==> src/sv/trms_pkg.sv <==
package trms_pkg;

    localparam int STEP_W        = 32;
    localparam int HDR_W         = 6;
    localparam int COUNT_W       = 5;
    localparam int TIME_W        = 64;
    localparam int PROD_W        = 26;
    localparam int MS_PER_SECOND = 1000;
    localparam int RELAY_FIELD   = 8;

    typedef enum logic [2:0] {
        K_LOAD_STEP   = 3'd0,
        K_LOAD_HEADER = 3'd1,
        K_START       = 3'd2,
        K_STOP        = 3'd3,
        K_MANUAL      = 3'd4,
        K_TICK        = 3'd5
    } kind_t;

    typedef enum logic [1:0] {
        MODE_AUTO = 2'd0,
        MODE_ON   = 2'd1,
        MODE_OFF  = 2'd2
    } mode_t;

    typedef enum logic [3:0] {
        S_IDLE,
        S_DISPATCH,
        S_DUE_START,
        S_ADV_READ,
        S_ADV_APPLY,
        S_ADV_DELAY,
        S_ADV_ADD,
        S_CHECK,
        S_REPORT
    } state_t;

    typedef struct packed {
        logic                   en;
        logic [RELAY_FIELD-1:0] mask;
        logic [1:0]             action;
    } relay_apply_t;

    function automatic logic [1:0] norm_action(input logic [7:0] a);
        logic [1:0] m;
        if (a > 8'(MODE_OFF))
        begin
            m = MODE_AUTO;
        end
        else
        begin
            m = a[1:0];
        end
        return m;
    endfunction

    function automatic logic [PROD_W-1:0] delay_ms(input logic [15:0] d);
        return PROD_W'(d) * PROD_W'(MS_PER_SECOND);
    endfunction

endpackage

==> src/sv/trms_relay_bank.sv <==
module trms_relay_bank import trms_pkg::*; #(
    parameter int RELAYS = 8
) (
    input  logic                       clk,
    input  logic                       rst_n,
    input  relay_apply_t               apply,
    output logic                       relay_hit,
    output logic [2*RELAY_FIELD-1:0]   relay_modes
);

    localparam int RV = (RELAYS < RELAY_FIELD) ? RELAYS : RELAY_FIELD;

    logic [1:0] modes_reg [RV];

    always_comb
    begin
        relay_hit   = 1'b0;
        relay_modes = '0;
        for (int r = 0; r < RV; r++)
        begin
            if (apply.mask[r] && (modes_reg[r] != apply.action))
            begin
                relay_hit = 1'b1;
            end
            relay_modes[2*r +: 2] = modes_reg[r];
        end
    end

    always_ff @(posedge clk or negedge rst_n)
    begin
        if (!rst_n)
        begin
            for (int r = 0; r < RV; r++)
            begin
                modes_reg[r] <= MODE_AUTO;
            end
        end
        else if (apply.en)
        begin
            for (int r = 0; r < RV; r++)
            begin
                if (apply.mask[r])
                begin
                    modes_reg[r] <= apply.action;
                end
            end
        end
    end

endmodule

==> config.mk <==
export PLATFORM = sky130hd
export DESIGN_NAME = trms_relay_bank
export DESIGN_NICKNAME = d
export VERILOG_FILES = /design/src/sv/trms_pkg.sv /design/src/sv/trms_relay_bank.sv
export SDC_FILE = /design/constraint.sdc
export NUM_CORES = 1
export LEC_CHECK = 0
export ABC_AREA = 1
export ABC_CLOCK_PERIOD_IN_PS = 3300
export BUFFER_PORTS_ARGS = -buffer_cell sky130_fd_sc_hd__buf_2
export CORE_ASPECT_RATIO = 0.9
export CORE_MARGIN = 5
export CORE_UTILIZATION = 54
export CTS_CLUSTER_DIAMETER = 150
export DETAILED_ROUTE_END_ITERATION = 6
export PLACE_DENSITY = 0.83
export SETUP_SLACK_MARGIN = 0.15
export SLEW_MARGIN = 10
export SYNTH_ARGS = -nofsm -noshare
export SYNTH_HDL_FRONTEND = slang
export SYNTH_SLANG_ARGS = --single-unit
==> constraint.sdc <==
create_clock -name clk -period 3.3 [get_ports clk]
set_clock_uncertainty 0.2 [all_clocks]
set_input_delay 0.33 -clock clk [delete_from_list [all_inputs] [get_ports clk]]
set_output_delay 0.33 -clock clk [all_outputs]
set_load 0.05 [all_outputs]
==> Word level (Yosys, flattened, before mapping) <==
Cells that the tools add are included.
{ "word_totals": {"register_bits": 16, "inputBits": 13, "output_inout_bits": 17} }
{ "op_classes": {"n_eq_ne": 8, "mux": 8, "n_reduce_logical": 16} }
{ "ops": {"columns": ["cell", "count"], "rows": [
  ["$ne A2 B2 Y1", 8],
  ["$reduce_and A2 Y1", 8],
  ["$logic_and A1 B1 Y1", 8],
  ["$mux W1", 8]
]} }

==> Longest topological paths before layout <==
Gate-level depths: netlist of run 1.
{ "logic_depth": {"depth_word": 10, "ltp_mapped": 10, "mapped_depth_nobuf": 8} }

==> Least setup slack after synthesis of run 1 <==
OpenSTA, ideal clock, no wires.
{ "synth_timing": {"path_type": "register -> output", "from": "reg modes_reg, in the netlist relay_modes[15]", "to": "out relay_hit", "arrival_time_ns": 1.357, "required_time_ns": 2.770, "setup_slack_ns": 1.413, "path_stages_with_launch": 9, "path_buffers": 0, "cell_sequence": "dfrtp_1 inv_1 nand2_2 nand2_1 nand2_1 nand2_1 nand2_1 nor2_1 nand2_1"} }
{ "synth_via": {"elab_chain_cells": 3} }
{ "synth_rtl": {"columns": ["element", "line_no", "rtl"], "rows": [
  ["start: declaration", "trms_relay_bank.sv:13", "logic [1:0] modes_reg [RV];"],
  ["start signal: indexed assignment", "trms_relay_bank.sv:44", "modes_reg[r] <= apply.action;"],
  ["$ne A2 B2 Y1", "trms_relay_bank.sv:21", "if (apply.mask[r] && (modes_reg[r] != apply.action))"],
  ["$logic_and A1 B1 Y1", "trms_relay_bank.sv:21", null],
  ["$mux W1", "trms_relay_bank.sv:21", null],
  ["end: declaration", "trms_relay_bank.sv:7", "output logic relay_hit,"]
]} }
No other way between the ends.

==> Final worst setup path of run 1 <==
{ "layout_timing": {"from": "reg modes_reg, in the netlist relay_modes[4]", "to": "out relay_hit"} }
{ "layout_via": {"elab_chain_cells": 8} }
{ "layout_rtl": {"columns": ["element", "line_no"], "rows": [
  ["$ne A2 B2 Y1", "trms_relay_bank.sv:21"],
  ["$logic_and A1 B1 Y1", "trms_relay_bank.sv:21"],
  ["$mux W1 (6 in series)", "trms_relay_bank.sv:21"]
]} }
No other way between the ends.

==> results of run 1 <==
[worst min-delay path by stage]
stage,end,slack (ps),cells after the start
after CTS,relay_modes[12],160,3
after detailed placement,relay_modes[11],70,1
after global routing,relay_modes[12],160,3
after floorplan,relay_modes[0],-170,0
final,relay_modes[6],160,3
after global placement,relay_modes[11],60,1
[timing repair]
action                     CTS  global route
setup endpoints to repair    0             0
hold endpoints to repair    16             0
hold buffers                 1             0
[final cells by class]
type	instances	area, µm²	area share, %
Inverter	18	82.6	7.19
Tap cell	24	30.0	2.61
Timing Repair Buffer	30	155	13.5
Multi-Input combinational cell	111	444	38.7
Sequential cell	16	400	34.9
Clock buffer	4	36.3	3.16
[power by group]
part	switching, mW	internal, mW
clock	0.0672	0.0673
combinational	0.162	0.0553
sequential	0.0243	0.220
[per-stage QoR]
stage | cells | power, mW | hold WS (ps) | utilization [%]
6_report | 203 | 0.597 | 158 | 67.6
2_1_floorplan | 150 | 0.415 | -166 | -
4_1_cts | 203 | 0.600 | 162 | 67.6
3_5_place_dp | 198 | 0.466 | 70.7 | 64.9
3_3_place_gp | 198 | 0.459 | 62.3 | 64.9
5_1_grt | 203 | 0.636 | 165 | 67.6
[cell usage after synthesis]
cell / count / share of area (%)
nand2_1: 90 / 34
dfrtp_1: 16 / 41
inv_1: 16 / 6.1
o21ai_0: 16 / 8.1
nand2_2: 3 / 1.9
buf_6: 2 / 2.3
inv_8: 2 / 2.3
nor2_1: 2 / 0.76
buf_12: 1 / 2.0
buf_8: 1 / 1.5
clkbuf_1: 1 / 0.38
[worst min-delay path, cell delays in order]
cell and delay [ps]:
buf_2 100, nand2_1 100, o21ai_0 80
[cells by family after synthesis]
| group | after synthesis | share of synthesized area, % |
|---|---|---|
| simple gates | 95 | 36.8 |
| buf+inv | 23 | 14.6 |
| flops | 16 | 40.5 |
| compound gates | 16 | 8.10 |
[metal layers]
metal	vias to the layer above	wire length (µm)	share of wire (%)	global-route usage, %
met2	31	1090	48	30.7
met4	0	44	1.9	8.10
met5	-	0	0	0
met1	434	998	44	23.9
met3	6	155	6.8	3.25
li1	505	-	-	-
==> metrics.md, run 1 <==
| Metric | Value |
|---|---|
| Outcome | finished clean |
| Final ANT Viol Nets | 0 |
| Post-route DRC | 0 |
| Arrival time of the worst setup path | ~1400 ps |
| Startpoint types | register |
| DP Area | 1100 µm² |
| Net count after synthesis | 163 |
| Via/cell ratio | around 4.8 |
| Sequential share of the synthesized area | 40.5% |
| CP Depth | 9 |
| Row count | 14 |
| Ports | 30 |
| Final Cell Area | 1150 µm² |
| First-pass GRT wire length | 3.86 mm |
| Post-cts resize count | 0 |
| Clock Sinks | 16 |
| CP Class | reg2out |
| Critical Path RT | 2770 ps |
| Largest delay share family, worst path | simple AND/OR/NAND/NOR gates |
| CP Capture Type | output pin |
| Final cycle utilization of the critical path | 59.7% |
| Largest net degree at the start of global routing | 17 |
| Power Dens Cells | 519 nW/µm² |
| Total GRT Usage | 18.8% |
| Initial DRC Count | 25 |
| Worst Setup EP | relay_hit |
| Clk_lat worst skew | 290 ps |
| Mapped Area | 988 µm² |
| Pre-antenna DRT Iters | 4 |
| P&R area growth vs syn | 16.2% |
| R2R Path End | relay_modes[8] |
| Number of synthesis warnings | 0 |
| Worst-path clk slew | roughly 100 ps |
| Max Cap Viol | 0 |
| Worst Path Buf+Inv | 2 |
| Final hold violations | 0 |
| HPWL after detailed placement | 1.70 mm |
| Crit-path max FO | 4 |
| Final setup viols | 0 |
| Crit path launch | relay_modes[4] |
| Fillers | 167 |
| R2R setup slack | 2400 ps |
| # Post-CTS Setup Buffers | 0 |
| Post-layout net count | 193 |
| Final min period | 1970 ps |
| Vias in the first global route | 917 |
| CP dominant cell by count | nand2_1 |
| Reg2reg path depth | 2 |
| Routed WL | ~2.3 mm |
| Pleak | 0.690 nW |
| Via count | between 900 and 1,000 |
| Setup total negative slack | 0 ps |
| Slew @ Worst Pin | 379 ps |
| Port bufs | 29 |
| Core Area | between 1500 and 2000 µm² |
| Die height | 50.6 µm |
| Num CTS Buffers | 3 |
| Commonest non-fill, non-tap cells in the layout | 90 x nand2_1, 29 x buf_2, 16 x inv_1, 16 x o21ai_0, 16 x dfrtp_1 |
| Clock tree root buffer cell | clkbuf_4 |
| Syn_area_per_cell | 6.59 µm² |
| Worst path cell trace | inv_1 -> nand2_1 -> nand2_1 -> nand2_1 -> nand2_1 -> nand2_1 -> nor2_1 -> nand2_1 -> buf_2 |
| Netlist cell types | 11 |
| CTS tree | built |
| Max stage delay on crit path | 430 ps |
| Initial antenna violation count | 0 |
| Reg-to-Reg Start | relay_modes[8] |
| Final Max Slew Viols | 0 |
| Hold wc startpoint | apply[5] |
| Max clock buf depth | 2 |
| RD Place Congestion | ~0.77 |
| Post-Synthesis Cells | 150 |
| Slew headroom | 74.7% |
| N_diodes | 0 |
| Max FFs per register | 16 |
| H-tree Lvls | 1 |
| Total global routing overflow | 0 |
| Routed len/inst | ~11 µm |
| Layout cells sized above 1 | roughly a fifth |
| Seq cells post-synth | 16 |
| Die area | 2790 µm² |
| Die width | 55.1 µm |
| Initial Utilization | between 50% and 60% |
| Post-place setup slack | 1430 ps |
| Most common cell after layout, fill and taps aside | nand2_1 |
| Crit path max-delay cell type | dfrtp_1 |
| Max Fclk | 0.507 GHz |
| Peak supply drop | 0.304 mV |
| RSZ-0062 raised after global routing | false |
| Hold Crit Class | in2reg |
| Post-route setup slack | 1330 ps |
(Power assumes the default switching activity.)
==> inputs of run 2 (changes only) <==
- ABC_AREA: 1 -> 0
- ABC_CLOCK_PERIOD_IN_PS: 3300 -> 1800
- CORE_UTILIZATION: 54 -> 43
- PLACE_DENSITY: 0.83 -> 0.73
- clock period: 3.3 -> 1.8 ns (I/O delays scaled with it)
==> run 2 against run 1 <==
Against the previous run: synthesized area decreased by 13%; the flow now finishes with violations (negative setup slack); setup slack got worse by 1400 ps; global-route usage decreased by 6.4 points; design area decreased by 4.0%; largest cell class is now registers; clock-buffer cell count unchanged; synthesized cell count decreased by 52%; sequential power increased by 89%; die area increased by 7.7%; critical path type unchanged; first-iteration DRC count decreased by 64%; sequential share of layout area increased by 3.3 points.
==> metrics.md, run 2 <==
| Metric | Value |
|---|---|
| Final Max Slew Viols | 0 |
| Layout cells sized above 1 | between 50% and 60% |
| Vias in the first global route | 625 |
| Post-route setup slack | -104 ps |
| Crit-path max FO | 3 |
| Final setup viols | 1 |
| Initial antenna violation count | 0 |
| Hold Crit Class | in2reg |
| Post-route DRC | 0 |
| R2R Path End | relay_modes[8] |
| Async SR Flop Fraction | 100% |
| Syn_area_per_cell | 12.0 µm² |
| Seq cells post-synth | 16 |
| Clock tree root buffer cell | clkbuf_4 |
| Worst Path Buf+Inv | 1 |
| Largest net degree at the start of global routing | 17 |
| Post-layout net count | 120 |
| Max stage delay on crit path | 430 ps |
| RSZ-0062 raised after global routing | true |
| Routed WL | ~1.6 mm |
| HPWL after detailed placement | 1.22 mm |
| Outcome | finished with violations |
| RD Place Congestion | about 0.7 |
| Top-area cell type share of the netlist area | 46.4% |
| Reg2reg path depth | 2 |
| Net count after synthesis | 85 |
| N_diodes | 0 |
| Initial Utilization | 45.0% |
| Pre-antenna DRT Iters | 2 |
| Peak supply drop | 0.618 mV |
| Port bufs | 29 |
| Commonest cells in the netlist | 16 x dfrtp_1, 16 x xor2_1, 13 x mux2_1 |
| Max Cap Viol | 0 |
| Slew headroom | 76.4% |
| Sequential share of the synthesized area | 46.4% |
| Total GRT Usage | around an eighth |
| WHS Endpoint | relay_modes[14] |
| Reg-to-Reg Start | relay_modes[8] |
| H-tree Lvls | 1 |
| Fillers | 185 |
| Clk_lat worst skew | roughly 280 ps |
| Post-synth top flop | dfrtp_1 |
| Final min period | 1900 ps |
| Max clock buf depth | 2 |
| Final Util | between 50% and 60% |
| Clock Sinks | 16 |
| Routed len/inst | 12.5 µm |
| Worst-path clk slew | about 90 ps |
| CTS tree | built |
| Number of synthesis warnings | 0 |
| First-pass GRT wire length | 2.82 mm |
| R2R setup slack | 660 ps |
| Mapped Area | about 860 µm² |
| CP Capture Type | output pin |
| Min-Delay Path Depth | 3 |
| Final cycle utilization of the critical path | 106% |
| Row count | 15 |
| Initial DRC Count | 9 |
| Final hold slack | 46.5 ps |
| CP Class | reg2out |
| Num CTS Buffers | 3 |
| Crit path max-delay cell type | dfrtp_2 |
| Total global routing overflow | 0 |
| Arrival time of the worst setup path | 1520 ps |
| Crit path launch | relay_modes[9] |
| Max Fclk | about 0.53 GHz |
| Final hold violations | 0 |
| Pleak | approximately 0.5 nW |
| Die width | 57.2 µm |
| P&R area growth vs syn | 27.9% |
| Startpoint types | register |
| Die height | 52.5 µm |
| Multi-input gate area | around 410 µm² |
| Final ANT Viol Nets | 0 |
| DP Area | 1010 µm² |
| Slew @ Worst Pin | between 300 and 400 ps |
| Netlist cell types | 12 |
| Most common cell after layout, fill and taps aside | buf_2 |
| Die area | ~3000 µm² |
| Failing checks | negative setup slack |
| FF+latch area | ~420 µm² |
| Cell accounting for the most synthesized area | dfrtp_1 |
| Via count | 615 |
| Worst path cell trace | xor2_1 -> o21ai_1 -> nand4_1 -> or2_4 -> buf_8 |
| Post-Synthesis Cells | 72 |
| Critical Path RT | between 1000 and 1500 ps |
| Commonest non-fill, non-tap cells in the layout | 28 x buf_2, 16 x xor2_1, 16 x dfrtp_2 |
| Via/cell ratio | 4.69 |
| Largest delay share family, worst path | flip-flops |
| Max FFs per register | 16 |
| Final Cell Area | 1100 µm² |
| Number of synthesized flops with an enable pin | 0 |
| Ports | 30 |
| Hold wc startpoint | apply[9] |
| Area contributors post-synth | dfrtp_1 46%, mux2_1 17%, xor2_1 16% |
| Core Area | 1910 µm² |
| Power Dens Cells | roughly 1000 nW/µm² |
[run 2: cell count changes in the layout (fill, tap and decap cells not counted), moves of 2 or more]
cell	delta
mux2_2	+3
inv_8	-2
xor2_1	+16
nand4_1	+2
dfrtp_2	+16
mux2_1	+13
inv_1	-16
o21ai_0	-16
nor2_1	-2
nand2_1	-82
buf_4	+5
o21ai_1	+8
nand2_2	-3
dfrtp_1	-16
[run 2: worst max-delay path by stage]
stage | to | slack (ps) | depth (start not counted)
2_1_floorplan | relay_hit | 170 | 4
3_3_place_gp | relay_hit | 60 | 6
3_5_place_dp | relay_hit | 90 | 6
4_1_cts | relay_hit | -110 | 5
5_1_grt | relay_hit | -200 | 5
6_report | relay_hit | -100 | 5
[run 2: area by class of cell]
class | count | share of cell area (%)
clock buffers | 4 | 3.29
multi-input cells | 51 | 37.3
flip-flops and latches | 16 | 38.1
well taps | 25 | 2.84
repair buffers | 35 | 18.4
[run 2: worst min-delay path, stage by stage]
cell	delay (ps)
buf_2	100
nand2_1	90
mux2_1	130
[run 2: cells by family (layout without fill, tap and decap cells)]
group                  Yosys count  in the layout  synth area share, %
AO/OA/AOI/OAI                    8              8                 4.64
XOR/XNOR                        16             16                 16.3
buffers and inverters            5             39                 6.09
flip-flops                      16             16                 46.4
multiplexers                    16             16                 20.9
AND/OR/NAND/NOR                 11             11                 5.66
[run 2: metrics by stage]
step                std cells  power, mW  setup slack [ps]  setup TNS (ps)
finish                    131       1.14              -104            -104
global route              131       1.21              -200            -200
CTS                       131       1.16              -112            -112
detailed placement        121      0.887              90.1               0
global placement          121      0.880              60.0               0
floorplan                  72      0.794               167               0
[run 2: routing by layer]
metal / track usage (%) / vias to the layer above / wire, µm
li1: - / 312 / -
met1: 16.3 / 283 / 754
met2: 19.4 / 20 / 759
met3: 5.91 / 0 / 129
met4: 1.16 / 0 / 0
met5: 0 / - / 0
[run 2: timing repair]
| item | 4_1_cts | 5_1_grt |
|---|---|---|
| pin swaps | 4 | 3 |
| gates resized for setup | 4 | 0 |
| buffers inserted | 5 | 0 |
| hold buffers | 1 | 0 |
| hold endpoints to repair | 16 | 0 |
| setup endpoints to repair | 1 | 1 |
[run 2: power by group]
group | leakage, nW | total, mW | switching [mW] | internal, mW
combinational | 0.313 | 0.440 | 0.299 | 0.141
sequential | 0.172 | 0.464 | 0.0422 | 0.422
clock | 0.0210 | 0.236 | 0.113 | 0.123
==> inputs of run 3 (changes only) <==
- SETUP_SLACK_MARGIN: 0.15 -> not set
==> run 3 against run 2 <==
Against the previous run: the flow still finishes with violations (negative setup slack); largest cell class is now multi-input gates; critical path depth stayed put; sequential cell count is the same; sequential power down 1%; clock-buffer cell count fell by 1; cell count decreased by 3.1%; utilization decreased by 3.1 points; combinational power shrank 3%; die area stayed put; sequential share of layout area increased by 0.28 points; setup slack improved by 17 ps; largest power group unchanged; maximum frequency is 0.89% higher.
==> metrics.md, run 3 (synthesis results as in run 2) <==
| Metric | Value |
|---|---|
| Final Cell Area | 1040 µm² |
| Die width | between 50 and 60 µm |
| Commonest non-fill, non-tap cells in the layout | 28 x buf_2, 16 x xor2_1, 16 x dfrtp_1 |
| Clk_lat worst skew | 280 ps |
| N_diodes | 0 |
| Layout cells sized above 1 | 37.3% |
| Fillers | 187 |
| H-tree Lvls | 1 |
| Post-route setup slack | -86.8 ps |
| Final setup viols | 1 |
| Row count | 15 |
| CP Capture Type | output pin |
| Pleak | 0.498 nW |
| Multi-input gate area | about 410 µm² |
| Initial DRC Count | 15 |
| Post-layout net count | 117 |
| Via/cell ratio | 5.04 |
| Num CTS Buffers | 3 |
| Most common cell after layout, fill and taps aside | buf_2 |
| First-pass GRT wire length | 3.10 mm |
| Final hold violations | 0 |
| Final cycle utilization of the critical path | 105% |
| Power Dens Cells | 1020 nW/µm² |
| RD Place Congestion | 0.706 |
| DP Area | 988 µm² |
| Peak supply drop | 0.529 mV |
| Routed len/inst | approximately 14 µm |
| Pre-antenna DRT Iters | 4 |
| Final min period | around 1900 ps |
| Max Cap Viol | 0 |
| Clock Sinks | 16 |
| Port bufs | 29 |
| Hold Crit Class | in2reg |
| Failing checks | negative setup slack |
| HPWL after detailed placement | 1.35 mm |
| CTS tree | built |
| Critical Path RT | 1420 ps |
| P&R area growth vs syn | 20.9% |
| Vias in the first global route | 690 |
| Ports | 30 |
| Final Util | 54.4% |
| Final Max Slew Viols | 0 |
| Clock tree root buffer cell | clkbuf_4 |
| Final ANT Viol Nets | 0 |
| Initial Utilization | 45.0% |
| Routed WL | 1.77 mm |
| Total GRT Usage | 13.7% |
| Core Area | between 1500 and 2000 µm² |
| Slew headroom | 76.2% |
| Final non-filler cell total | 127 |
| Arrival time of the worst setup path | 1510 ps |
| Final hold slack | 50.3 ps |
| Crit-path max FO | 3 |
| Worst-path clk slew | 80 ps |
| Largest net degree at the start of global routing | 17 |
| Placed cells | 121 |
| Max clock buf depth | 2 |
| Die area | 3000 µm² |
| Post-place setup slack | 36.2 ps |
| Via count | 640 |
| Die height | 52.5 µm |
| Max Fclk | around 0.53 GHz |
| Total global routing overflow | 0 |
| Max FFs per register | 16 |
| Slew @ Worst Pin | 357 ps |
| CP Class | reg2out |
| FF+latch area | 400 µm² |
| Startpoint types | register |
| Post-route DRC | 0 |
| Outcome | finished with violations |
| Initial antenna violation count | 0 |
| RSZ-0062 raised after global routing | true |
-- run 3: cell types whose count changed in the layout (fill, tap and decap cells not counted), sizes merged --
cell / delta
buf: -3
clkbuf: -1
-- run 3: worst max-delay path: stages, from the launching register on --
cell	delay [ps]
dfrtp_1	410
xor2_1	150
o21ai_1	140
nand4_1	130
or2_4	240
buf_6	150
-- run 3: what timing repair did --
item	CTS	global route
hold buffers	1	0
gates resized for setup	3	0
endpoints found under the setup margin	1	1
cloned	0	0
buffers inserted	2	0
pin swaps	2	1
endpoints found under the hold margin	16	0
-- run 3: power breakdown --
| part | total (mW) | leakage, nW | switching (mW) | internal (mW) |
|---|---|---|---|---|
| Sequential | 0.459 | 0.188 | 0.0461 | 0.413 |
| Clock | 0.182 | 0.0138 | 0.105 | 0.0777 |
| Combinational | 0.425 | 0.296 | 0.297 | 0.128 |
| Total | 1.07 | 0.498 | 0.448 | 0.618 |
-- run 3: worst paths after layout --
path | start | end | slack, ps | cells after the start
max in group asynchronous | rst_n | relay_modes[5] | 1020 | 2
min in group asynchronous | rst_n | relay_modes[11] | 120 | 2
worst min register to register | relay_modes[0] | relay_modes[0] | 340 | 1
worst max register to register | relay_modes[10] | relay_modes[10] | 650 | 2
worst max-delay path | relay_modes[15] | relay_hit | -90 | 5
worst min-delay path | apply[2] | relay_modes[0] | 50 | 3
-- run 3: final cells by class --
| type | instances | area share (%) |
|---|---|---|
| Clock buffer | 3 | 2.16 |
| Multi-Input combinational cell | 51 | 39.5 |
| Sequential cell | 16 | 38.4 |
| Tap cell | 25 | 3.00 |
| Timing Repair Buffer | 32 | 16.9 |
-- run 3: layer usage --
layer  up-vias  part of all wire, %  track usage [%]
met5         -                    0                0
met4         0                  1.3             4.63
met1       307                   45             16.5
li1        303                    -                -
met2        26                   47             23.2
met3         4                  6.4             4.43
-- run 3: through the flow --
stage / setup TNS, ps / total power, mW
after floorplan: 0 / 0.782
after global placement: 0 / 0.873
after detailed placement: 0 / 0.882
after CTS: -105 / 1.08
after global routing: -182 / 1.13
final: -86.8 / 1.07
